### src/hw/rtl/rmrs_pkg.sv
`timescale 1ns / 1ps
// Shared constants, codes and controller/datapath interface types.
package rmrs_pkg;

   localparam int SLOTS        = 32;
   localparam int SLOT_W       = (SLOTS > 1) ? $clog2(SLOTS) : 1;
   localparam int SECTOR_BYTES = 512;
   localparam int SECTOR_SHIFT = $clog2(SECTOR_BYTES);

   localparam int REQ_W      = 2;
   localparam int ADDR_W     = 48;
   localparam int LEN_W      = 32;
   localparam int LBA_W      = 45;
   localparam int CNT_W      = 40;
   localparam int STATUS_W   = 3;
   localparam int SLOT_OUT_W = 5;

   // End sector is kept exact, one bit wider than the wrapping allocator.
   localparam int END_W   = LBA_W + 1;
   // Byte position wide enough to reach the end of any region.
   localparam int POS_W   = END_W + SECTOR_SHIFT;
   localparam int ROUND_W = ADDR_W + 1;

   typedef enum logic [STATUS_W-1:0] {
      STS_OK          = 3'd0,
      STS_ZERO_LENGTH = 3'd1,
      STS_UNMAPPED    = 3'd2,
      STS_READ_ONLY   = 3'd3,
      STS_TABLE_FULL  = 3'd4
   } status_type;

   typedef enum logic [REQ_W-1:0] {
      REQ_MAP   = 2'd0,
      REQ_READ  = 2'd1,
      REQ_WRITE = 2'd2
   } req_code_type;

   typedef enum logic [2:0] {
      EMIT_MAP,
      EMIT_ZERO,
      EMIT_UNMAPPED,
      EMIT_READ_ONLY,
      EMIT_CHUNK
   } emit_kind_type;

   typedef struct packed {
      logic          load;
      logic          scan_start;
      logic          scan_run;
      logic          calc_avail;
      logic          emit;
      emit_kind_type kind;
   } cmd_type;

   typedef struct packed {
      logic [REQ_W-1:0] req_code;
      logic             rem_zero;
      logic             out_free;
      logic             hit;
      logic             miss_end;
      logic             hit_writable;
      logic             last_chunk;
   } sts_type;

   typedef struct packed {
      logic             writable;
      logic [LBA_W-1:0] base;
      logic [END_W-1:0] end_sec;
   } slot_entry_type;

endpackage

### src/hw/rtl/rmrs_ctrl.sv
`timescale 1ns / 1ps
// Request sequencer: decodes an item and steps the datapath through map, scan and chunk emit.
module rmrs_ctrl import rmrs_pkg::*; (
   input  logic    clock,
   input  logic    reset,
   input  logic    req_valid,
   output logic    req_stall,
   input  sts_type sts,
   output cmd_type cmd
);

   typedef enum logic [3:0] {
      S_IDLE,
      S_DECODE,
      S_MAP,
      S_ZERO,
      S_SCAN,
      S_AVAIL,
      S_CHUNK,
      S_UNMAPPED,
      S_READ_ONLY
   } state_type;

   state_type state_ff;
   state_type state_in;

   always_comb begin
      state_in = state_ff;
      cmd      = '0;
      cmd.kind = EMIT_CHUNK;
      case (state_ff)
         S_IDLE: begin
            if (req_valid) begin
               cmd.load = 1'b1;
               state_in = S_DECODE;
            end
         end
         S_DECODE: begin
            case (sts.req_code)
               REQ_MAP: state_in = S_MAP;
               REQ_READ, REQ_WRITE: begin
                  if (sts.rem_zero) begin
                     state_in = S_ZERO;
                  end else begin
                     cmd.scan_start = 1'b1;
                     state_in       = S_SCAN;
                  end
               end
               // unknown request: drop it
               default: state_in = S_IDLE;
            endcase
         end
         S_MAP: begin
            if (sts.out_free) begin
               cmd.emit = 1'b1;
               cmd.kind = EMIT_MAP;
               state_in = S_IDLE;
            end
         end
         S_ZERO: begin
            if (sts.out_free) begin
               cmd.emit = 1'b1;
               cmd.kind = EMIT_ZERO;
               state_in = S_IDLE;
            end
         end
         S_SCAN: begin
            cmd.scan_run = 1'b1;
            if (sts.hit) begin
               if ((sts.req_code == REQ_WRITE) && !sts.hit_writable) begin
                  state_in = S_READ_ONLY;
               end else begin
                  state_in = S_AVAIL;
               end
            end else if (sts.miss_end) begin
               state_in = S_UNMAPPED;
            end
         end
         S_AVAIL: begin
            cmd.calc_avail = 1'b1;
            state_in       = S_CHUNK;
         end
         S_CHUNK: begin
            if (sts.out_free) begin
               cmd.emit = 1'b1;
               cmd.kind = EMIT_CHUNK;
               if (sts.last_chunk) begin
                  state_in = S_IDLE;
               end else begin
                  // advance to the next region
                  cmd.scan_start = 1'b1;
                  state_in       = S_SCAN;
               end
            end
         end
         S_UNMAPPED: begin
            if (sts.out_free) begin
               cmd.emit = 1'b1;
               cmd.kind = EMIT_UNMAPPED;
               state_in = S_IDLE;
            end
         end
         S_READ_ONLY: begin
            if (sts.out_free) begin
               cmd.emit = 1'b1;
               cmd.kind = EMIT_READ_ONLY;
               state_in = S_IDLE;
            end
         end
         default: state_in = S_IDLE;
      endcase
   end

   assign req_stall = (state_ff != S_IDLE);

   always_ff @(posedge clock) begin
      if (reset) begin
         state_ff <= S_IDLE;
      end else begin
         state_ff <= state_in;
      end
   end

`ifndef SYNTHESIS
   a_emit_needs_room: assert property (@(posedge clock) disable iff (reset)
      cmd.emit |-> sts.out_free)
      else $error("result loaded while output register is occupied");

   a_scan_exclusive: assert property (@(posedge clock) disable iff (reset)
      !(cmd.scan_start && cmd.scan_run))
      else $error("scan restarted while running");

   a_hit_leaves_scan: assert property (@(posedge clock) disable iff (reset)
      (state_ff == S_SCAN && sts.hit) |=>
         (state_ff == S_AVAIL || state_ff == S_READ_ONLY))
      else $error("region hit did not end the scan");

   a_miss_reports: assert property (@(posedge clock) disable iff (reset)
      (state_ff == S_SCAN && sts.miss_end) |=> (state_ff == S_UNMAPPED))
      else $error("scan ran off the table without reporting unmapped");
`endif

endmodule

### src/hw/rtl/rmrs_datapath.sv
`timescale 1ns / 1ps
// Region table, slot allocator, scan pipeline, chunk arithmetic and result register.
module rmrs_datapath import rmrs_pkg::*; (
   input  logic                  clock,
   input  logic                  reset,
   input  logic [REQ_W-1:0]      req_type,
   input  logic [ADDR_W-1:0]     req_address,
   input  logic [LEN_W-1:0]      req_length,
   input  logic [ADDR_W-1:0]     req_image_bytes,
   input  logic                  req_can_write,
   input  cmd_type               cmd,
   output sts_type               sts,
   input  logic                  rsp_stall,
   output logic                  rsp_valid,
   output logic [STATUS_W-1:0]   rsp_status,
   output logic [SLOT_OUT_W-1:0] rsp_slot,
   output logic [ADDR_W-1:0]     rsp_region_offset,
   output logic [LEN_W-1:0]      rsp_chunk_len,
   output logic [LBA_W-1:0]      rsp_start_sector,
   output logic [CNT_W-1:0]      rsp_sector_count,
   output logic                  rsp_last
);

   // request registers
   logic [REQ_W-1:0] req_code_ff;
   logic [POS_W-1:0] pos_ff;
   logic [LEN_W-1:0] rem_ff;
   logic [CNT_W-1:0] cnt_ff;
   logic             can_write_ff;

   // allocator and table
   logic [LBA_W-1:0] next_base_ff;
   logic [SLOTS-1:0] used_ff;
   slot_entry_type   slot_table_ff [SLOTS];

   // scan pipeline
   logic [SLOT_W-1:0] idx_ff;
   logic [SLOT_W-1:0] rd_idx_ff;
   logic              rd_vld_ff;
   slot_entry_type    rd_word_ff;

   // captured hit
   logic [SLOT_W-1:0] hit_slot_ff;
   logic [LBA_W-1:0]  hit_base_ff;
   logic [END_W-1:0]  hit_end_ff;
   logic [LEN_W-1:0]  avail_ff;

   // result register
   logic                  rsp_valid_ff;
   status_type            rsp_status_ff;
   logic [SLOT_W-1:0]     rsp_slot_ff;
   logic [ADDR_W-1:0]     rsp_offset_ff;
   logic [LEN_W-1:0]      rsp_len_ff;
   logic [LBA_W-1:0]      rsp_base_ff;
   logic [CNT_W-1:0]      rsp_count_ff;
   logic                  rsp_last_ff;

   status_type            rsp_status_in;
   logic [SLOT_W-1:0]     rsp_slot_in;
   logic [ADDR_W-1:0]     rsp_offset_in;
   logic [LEN_W-1:0]      rsp_len_in;
   logic [LBA_W-1:0]      rsp_base_in;
   logic [CNT_W-1:0]      rsp_count_in;
   logic                  rsp_last_in;

   logic                  free_found;
   logic [SLOT_W-1:0]     free_idx;
   logic [ROUND_W-1:0]    round_sum;
   logic [POS_W-1:0]      rd_start;
   logic [POS_W-1:0]      rd_end;
   logic                  hit_now;
   logic                  miss_end;
   logic [POS_W-1:0]      avail_diff;
   logic [LEN_W-1:0]      avail_in;
   logic                  last_chunk;
   logic [LEN_W-1:0]      chunk;
   logic [POS_W-1:0]      offset_full;
   logic [END_W-1:0]      new_end;
   slot_entry_type        new_entry;
   logic                  map_commit;
   logic                  out_free;

   // lowest free slot
   always_comb begin
      free_found = 1'b0;
      free_idx   = '0;
      for (int i = SLOTS - 1; i >= 0; i--) begin
         if (!used_ff[i]) begin
            free_found = 1'b1;
            free_idx   = SLOT_W'(i);
         end
      end
   end

   assign round_sum = ROUND_W'(req_image_bytes) + ROUND_W'(SECTOR_BYTES - 1);

   assign rd_start = POS_W'({rd_word_ff.base, {SECTOR_SHIFT{1'b0}}});
   assign rd_end   = {rd_word_ff.end_sec, {SECTOR_SHIFT{1'b0}}};
   assign hit_now  = rd_vld_ff && used_ff[rd_idx_ff] && (pos_ff >= rd_start) &&
                     (pos_ff < rd_end);
   assign miss_end = rd_vld_ff && !hit_now && (rd_idx_ff == SLOT_W'(SLOTS - 1));

   assign avail_diff = {hit_end_ff, {SECTOR_SHIFT{1'b0}}} - pos_ff;
   assign avail_in   = (|avail_diff[POS_W-1:LEN_W]) ? {LEN_W{1'b1}}
                                                     : avail_diff[LEN_W-1:0];
   assign last_chunk  = (avail_ff >= rem_ff);
   assign chunk       = last_chunk ? rem_ff : avail_ff;
   assign offset_full = pos_ff - POS_W'({hit_base_ff, {SECTOR_SHIFT{1'b0}}});

   assign new_end            = END_W'(next_base_ff) + END_W'(cnt_ff);
   assign new_entry.writable = can_write_ff;
   assign new_entry.base     = next_base_ff;
   assign new_entry.end_sec  = new_end;

   assign map_commit = cmd.emit && (cmd.kind == EMIT_MAP) && free_found;
   assign out_free   = !rsp_valid_ff || !rsp_stall;

   always_comb begin
      rsp_status_in = STS_OK;
      rsp_slot_in   = '0;
      rsp_offset_in = '0;
      rsp_len_in    = '0;
      rsp_base_in   = '0;
      rsp_count_in  = '0;
      rsp_last_in   = 1'b1;
      case (cmd.kind)
         EMIT_MAP: begin
            if (free_found) begin
               rsp_slot_in  = free_idx;
               rsp_base_in  = next_base_ff;
               rsp_count_in = cnt_ff;
            end else begin
               rsp_status_in = STS_TABLE_FULL;
            end
         end
         EMIT_ZERO:     rsp_status_in = STS_ZERO_LENGTH;
         EMIT_UNMAPPED: rsp_status_in = STS_UNMAPPED;
         EMIT_READ_ONLY: begin
            rsp_status_in = STS_READ_ONLY;
            rsp_slot_in   = hit_slot_ff;
         end
         EMIT_CHUNK: begin
            rsp_slot_in   = hit_slot_ff;
            rsp_offset_in = offset_full[ADDR_W-1:0];
            rsp_len_in    = chunk;
            rsp_last_in   = last_chunk;
         end
         default: rsp_status_in = STS_OK;
      endcase
   end

   // control state
   always_ff @(posedge clock) begin
      if (reset) begin
         next_base_ff <= '0;
         used_ff      <= '0;
         idx_ff       <= '0;
         rd_idx_ff    <= '0;
         rd_vld_ff    <= 1'b0;
         rsp_valid_ff <= 1'b0;
      end else begin
         if (map_commit) begin
            used_ff[free_idx] <= 1'b1;
            next_base_ff      <= next_base_ff + LBA_W'(cnt_ff);
         end
         if (cmd.scan_start) begin
            idx_ff    <= '0;
            rd_vld_ff <= 1'b0;
         end else begin
            rd_vld_ff <= cmd.scan_run;
            if (cmd.scan_run) begin
               idx_ff    <= idx_ff + SLOT_W'(1);
               rd_idx_ff <= idx_ff;
            end
         end
         if (cmd.emit) begin
            rsp_valid_ff <= 1'b1;
         end else if (!rsp_stall) begin
            rsp_valid_ff <= 1'b0;
         end
      end
   end

   // table memory
   always_ff @(posedge clock) begin
      if (map_commit) begin
         slot_table_ff[free_idx] <= new_entry;
      end
      if (cmd.scan_run) begin
         rd_word_ff <= slot_table_ff[idx_ff];
      end
   end

   // payload registers
   always_ff @(posedge clock) begin
      if (cmd.load) begin
         req_code_ff  <= req_type;
         pos_ff       <= POS_W'(req_address);
         rem_ff       <= req_length;
         can_write_ff <= req_can_write;
         cnt_ff       <= CNT_W'(round_sum >> SECTOR_SHIFT);
      end else if (cmd.emit && (cmd.kind == EMIT_CHUNK)) begin
         rem_ff <= rem_ff - chunk;
         pos_ff <= pos_ff + POS_W'(chunk);
      end
      // hold the first matching slot of this scan
      if (cmd.scan_run && hit_now) begin
         hit_slot_ff <= rd_idx_ff;
         hit_base_ff <= rd_word_ff.base;
         hit_end_ff  <= rd_word_ff.end_sec;
      end
      if (cmd.calc_avail) begin
         avail_ff <= avail_in;
      end
      if (cmd.emit) begin
         rsp_status_ff <= rsp_status_in;
         rsp_slot_ff   <= rsp_slot_in;
         rsp_offset_ff <= rsp_offset_in;
         rsp_len_ff    <= rsp_len_in;
         rsp_base_ff   <= rsp_base_in;
         rsp_count_ff  <= rsp_count_in;
         rsp_last_ff   <= rsp_last_in;
      end
   end

   assign sts.req_code     = req_code_ff;
   assign sts.rem_zero     = (rem_ff == '0);
   assign sts.out_free     = out_free;
   assign sts.hit          = hit_now;
   assign sts.miss_end     = miss_end;
   assign sts.hit_writable = rd_word_ff.writable;
   assign sts.last_chunk   = last_chunk;

   assign rsp_valid         = rsp_valid_ff;
   assign rsp_status        = rsp_status_ff;
   assign rsp_slot          = SLOT_OUT_W'(rsp_slot_ff);
   assign rsp_region_offset = rsp_offset_ff;
   assign rsp_chunk_len     = rsp_len_ff;
   assign rsp_start_sector  = rsp_base_ff;
   assign rsp_sector_count  = rsp_count_ff;
   assign rsp_last          = rsp_last_ff;

endmodule

### src/hw/rtl/region_map_request_splitter.sv
`timescale 1ns / 1ps
// Flow: a map item's result is registered after the decode and map states; an access's first
// chunk is registered after the decode, scan, avail and chunk states, s being the matched slot index.
// Throughput: one item at a time; each chunk rescans the table from slot 0 up to slot s, with the
// one-slot-per-cycle scan through the single memory read port; an unmapped stop scans every slot.
// Reset clears the slot-used bits, the allocator base and the sequencer; table entries are
// not cleared and can match only in used slots.
module region_map_request_splitter import rmrs_pkg::*; (
   input  logic                  clock,
   input  logic                  reset,
   input  logic                  req_valid,
   output logic                  req_stall,
   input  logic [REQ_W-1:0]      req_type,
   input  logic [ADDR_W-1:0]     req_address,
   input  logic [LEN_W-1:0]      req_length,
   input  logic [ADDR_W-1:0]     req_image_bytes,
   input  logic                  req_can_write,
   output logic                  rsp_valid,
   input  logic                  rsp_stall,
   output logic [STATUS_W-1:0]   rsp_status,
   output logic [SLOT_OUT_W-1:0] rsp_slot,
   output logic [ADDR_W-1:0]     rsp_region_offset,
   output logic [LEN_W-1:0]      rsp_chunk_len,
   output logic [LBA_W-1:0]      rsp_start_sector,
   output logic [CNT_W-1:0]      rsp_sector_count,
   output logic                  rsp_last
);

   cmd_type cmd;
   sts_type sts;

   rmrs_ctrl u_ctrl (
      .clock     (clock),
      .reset     (reset),
      .req_valid (req_valid),
      .req_stall (req_stall),
      .sts       (sts),
      .cmd       (cmd)
   );

   rmrs_datapath u_datapath (
      .clock             (clock),
      .reset             (reset),
      .req_type          (req_type),
      .req_address       (req_address),
      .req_length        (req_length),
      .req_image_bytes   (req_image_bytes),
      .req_can_write     (req_can_write),
      .cmd               (cmd),
      .sts               (sts),
      .rsp_stall         (rsp_stall),
      .rsp_valid         (rsp_valid),
      .rsp_status        (rsp_status),
      .rsp_slot          (rsp_slot),
      .rsp_region_offset (rsp_region_offset),
      .rsp_chunk_len     (rsp_chunk_len),
      .rsp_start_sector  (rsp_start_sector),
      .rsp_sector_count  (rsp_sector_count),
      .rsp_last          (rsp_last)
   );

endmodule
### config.mk
export PLATFORM = sky130hd
export DESIGN_NAME = region_map_request_splitter
export DESIGN_NICKNAME = d
export VERILOG_FILES = /design/src/hw/rtl/rmrs_pkg.sv /design/src/hw/rtl/rmrs_ctrl.sv /design/src/hw/rtl/rmrs_datapath.sv /design/src/hw/rtl/region_map_request_splitter.sv
export SDC_FILE = /design/constraint.sdc
export NUM_CORES = 2
export LEC_CHECK = 0
export BUFFER_PORTS_ARGS = -buffer_cell sky130_fd_sc_hd__buf_2
export CORE_MARGIN = 3
export CORE_UTILIZATION = 35
export DETAILED_ROUTE_END_ITERATION = 6
export GPL_TIMING_DRIVEN = 0
export PLACE_DENSITY_LB_ADDON = 0.08
export SETUP_SLACK_MARGIN = 0.3
export SLEW_MARGIN = 10
export SYNTH_ARGS = -nofsm -noshare
export SYNTH_HDL_FRONTEND = slang
export SYNTH_SLANG_ARGS = --single-unit
### constraint.sdc
create_clock -name clock -period 14 [get_ports clock]
set_input_delay 2.1 -clock clock [delete_from_list [all_inputs] [get_ports clock]]
set_output_delay 2.1 -clock clock [all_outputs]
set_load 0.005 [all_outputs]
==> results by group <==
Floorplanning
  • Die Wd: 654.8 um
  • Ports: 311
  • Core Region: 418,100 um^2
  • Initial Util: 0.3524
  • Row count: 237
  • Die area: 428,800 um^2
  • Die Height: 654.8 um

Power and ir drop
  • Combinational share of power: 0.223
  • Sw Ratio: 0.2987
  • P per Cell Area: 171.9 nW/um^2
  • Internal Power: 21.21 mW
  • Lkg Pwr: 57.44 nW
  • Psw: 9.033 mW
  • Total Power: 30.24 mW
  • Sequential share of power: 0.433
  • Clock share of power: 0.344
  • VDD IR max: 0.1200 mV

Synthesis
  • Mapped Nets: 8,223
  • Seq/Total Area, Yosys: 0.7177
  • Synth async-reset ratio: 0
  • Primary FF master, synth: edfxtp_1
  • Mean Syn Cell Area: 18.96 um^2
  • Seq cells post-synth: 3,555
  • Cells after Synth: 7,771
  • Count leader, synth: edfxtp_1
  • Area leader, netlist: edfxtp_1
  • Largest cells by area after synthesis: edfxtp_1 70%, mux4_2 14%, ha_1 2.7%, dfxtp_1 1.4%, a21oi_1 0.95%
  • Top cell type's share of synthesized area: 0.7041
  • Synth cell types: 84
  • Synth Warn #: 0
  • Top cells by count, synth: 3,455 x edfxtp_1, 930 x mux4_2, 321 x nand2_1
  • Post-synth EDFFs: 3,455
  • Syn Std Cell Area: 147,300 um^2

Placement
  • PortBufs: 310
  • Placer Congestion: 0.8851
  • DP Worst Slack: 5106 ps
  • Detailed Place HPWL: 368,200 um

GRT
  • Initial antenna violation count: 65
  • Global-route wire length before repair: 689,700 um
  • Number of global-route vias before repair: 82,380
  • Gr ovfl total: 0
  • GRT Total Usage: 0.2348
  • Largest net degree at the start of global routing: 61

Setup path
  • Crit Path Category: reg2reg
  • Critical path peak fanout: 10
  • Worst Path Arrival: 9390 ps
  • CP endpoint kind: register
  • Startpoint class of the critical path: register
  • FF-to-FF Start: u_datapath.rem_ff[24]
  • Reg2Reg Depth: 23
  • RR Endpoint: u_datapath.pos_ff[46]
  • R2R Setup Slk: 5270 ps
  • Critical Path RT: 14,660 ps

Cells and area
  • Layout cell share with drive strength beyond 1: 0.2715
  • NumNets Final: 9,278
  • Area delta synth->final: 19.41%
  • Final Core Density: 0.4208

Clock network
  • Clock Path Buffers: 4
  • Post-CTS Hold Fix Bufs: 0
  • Post-CTS setup repair buffer count: 0
  • Clock latency on the worst-skew pair: 980 ps
  • H-Tree Depth: 5
  • CTS tree: done
  • Num CTS Buffers: 400
  • Clk root buf: clkbuf_16
  • Post_cts resized: 0
  • Clock-pin slew on the worst setup and hold paths: 60 ps
  • CTS sink cnt: 3,555

Worst hold path
  • Worst Hold Path EP: u_datapath.hit_slot_ff[0]
  • Worst hold path stage count: 0
  • Min-delay src: u_datapath.rd_idx_ff[0]
  • Min-delay worst type: reg2reg

Outcome
  • Run status: completed

Timing
  • Max Slew Vio Count: 0
  • Setup_tns: 0 ps
  • Max transition margin: 0.09776
  • RSZ-0062 raised after global routing: no
  • Worst setup margin: 5273 ps
  • Worst-margin pin slew: 1353 ps
  • Skew final: 40.75 ps
  • Maximum clock frequency: 114.6 MHz
  • Crit path time final: 8727 ps
  • Final hold slack: 441.6 ps
  • Period utilisation layout: 0.6233
  • Final Hold Violating Endpoints: 0
  • Final setup fails: 0

Route
  • Iteration-0 DRC Markers: 8,863
  • Drt pass-1 iters: 6
  • Routed wire length: 509,000 um
  • Vias per std cell: 5.527
  • Drt drc: 0
  • Total number of vias: 81,040
  • Antenna Nets Post-Route: 0
  • Routed len/inst: 34.71 um

Run
  • Max Cap Viol: 0
-- cell usage in the layout (no fill, tap or decap), types with 42 or more instances in the layout --
cell type,netlist,routed
a21o_1,96,96
a21oi_1,280,279
and2_1,116,115
buf_12,0,169
buf_16,0,74
buf_2,5,356
buf_6,0,54
clkbuf_1,226,268
clkbuf_16,0,408
clkbuf_2,0,56
clkinv_1,2,88
clkinv_2,0,63
dfxtp_1,100,64
edfxtp_1,3455,3455
ha_1,313,313
inv_1,299,299
mux2_2,97,97
mux4_2,930,930
nand2_1,321,320
nand3_1,74,74
nand4_1,54,54
nor2_1,309,278
nor2b_1,42,42
nor3_1,58,53
o21a_1,62,62
o21ai_0,178,178
xnor2_1,152,119
xor2_1,84,75
-- cells by family (layout without fill, tap and decap cells) --
logic type | after synthesis | after routing | share of synthesized area
XOR/XNOR | 236 | 236 | 0.01403
AND/OR/NAND/NOR | 1158 | 1158 | 0.03837
multiplexers | 1059 | 1059 | 0.1517
buffers and inverters | 617 | 1998 | 0.01576
other | 0 | 15 | 0
AO/OA/AOI/OAI | 829 | 829 | 0.03527
flip-flops | 3555 | 3555 | 0.7177
adder cells (fa/ha/maj) | 317 | 317 | 0.02712
-- power groups by stage --
stage | Sequential, mW | Clock (mW) | Combinational (mW)
2_1_floorplan | 13.0 | 0 | 4.24
3_3_place_gp | 13.4 | 0 | 6.42
3_5_place_dp | 13.3 | 0 | 6.77
4_1_cts | 13.1 | 10.6 | 6.81
5_1_grt | 13.1 | 11.1 | 7.34
6_report | 13.1 | 10.4 | 6.76
-- state kept, by name, indices dropped and copies added (netlist names), 3 cells and up --
signal                        flops
u_datapath.slot_table_ff       2944
u_datapath.pos_ff                55
u_datapath.rsp_region_offset     48
u_datapath.hit_end_ff            46
u_datapath.rd_end                46
u_datapath.next_base_ff          45
u_datapath.rd_start              45
u_datapath.rsp_start_sector      45
u_datapath.cnt_ff                40
u_datapath.rsp_sector_count      40
u_datapath.hit_base_ff           39
u_datapath.avail_ff              32
u_datapath.rem_ff                32
u_datapath.rsp_chunk_len         32
u_datapath.used_ff               32
u_datapath.hit_slot_ff            5
u_datapath.idx_ff                 5
u_datapath.rd_idx_ff              5
u_datapath.rsp_slot               5
u_ctrl.state_ff                   4
u_datapath.rsp_status             3
-- worst max-delay path by stage --
stage | to | cells after the start | from | slack [ps]
after global placement | u_datapath.slot_table_ff[4][54] | 8 | rsp_stall | -9610
final | u_datapath.pos_ff[46] | 23 | u_datapath.rem_ff[24] | 5270
after CTS | u_datapath.pos_ff[46] | 24 | u_datapath.rem_ff[31] | 5050
after detailed placement | u_datapath.pos_ff[46] | 23 | u_datapath.avail_ff[31] | 5110
after global routing | u_datapath.pos_ff[46] | 22 | u_datapath.rem_ff[31] | 4920
after floorplan | u_datapath.rsp_chunk_len[0] | 3 | rsp_stall | 3630
-- area by class of cell --
type,instances,area [um^2]
well taps,5497,6878
fillers,36940,242200
plain buffers,316,1325
clock inverters,219,2146
multi-input cells,3599,39940
clock buffers,509,10680
repair buffers,653,8008
flip-flops and latches,3555,105800
inverters,301,1130
diodes,15,37.54
-- routing by layer --
layer,vias to the layer above,track usage,part of all wire
met2,2842,0.3930,0.49
met5,-,0,0.000053
met4,4,0.06130,0.029
li1,33720,-,-
met1,43900,0.3232,0.43
met3,573,0.03114,0.057
-- per-stage QoR --
stage               cell area, um^2  std cells
CTS                          175900      14650
finish                       175900      14660
detailed placement           163000      13920
global placement             155800      13580
global route                 175900      14650
floorplan                    147300       7771
-- critical path, cell delays in order (launching register included) --
cell	delay [ps]
edfxtp_1	530
inv_1	80
ha_1	280
nand2_1	40
nor3_1	610
o21ai_0	190
nor2_1	390
a211oi_1	140
nand2_1	390
buf_1	910
mux2i_1	550
inv_1	120
ha_1	360
o21a_1	150
o21ai_0	690
a21o_1	290
a31o_2	230
o21ai_0	330
o21ai_0	640
o2111a_1	490
clkbuf_1	500
nor3_1	190
xnor2_1	180
o21ai_0	90
Power figures use the tool's default switching activity.
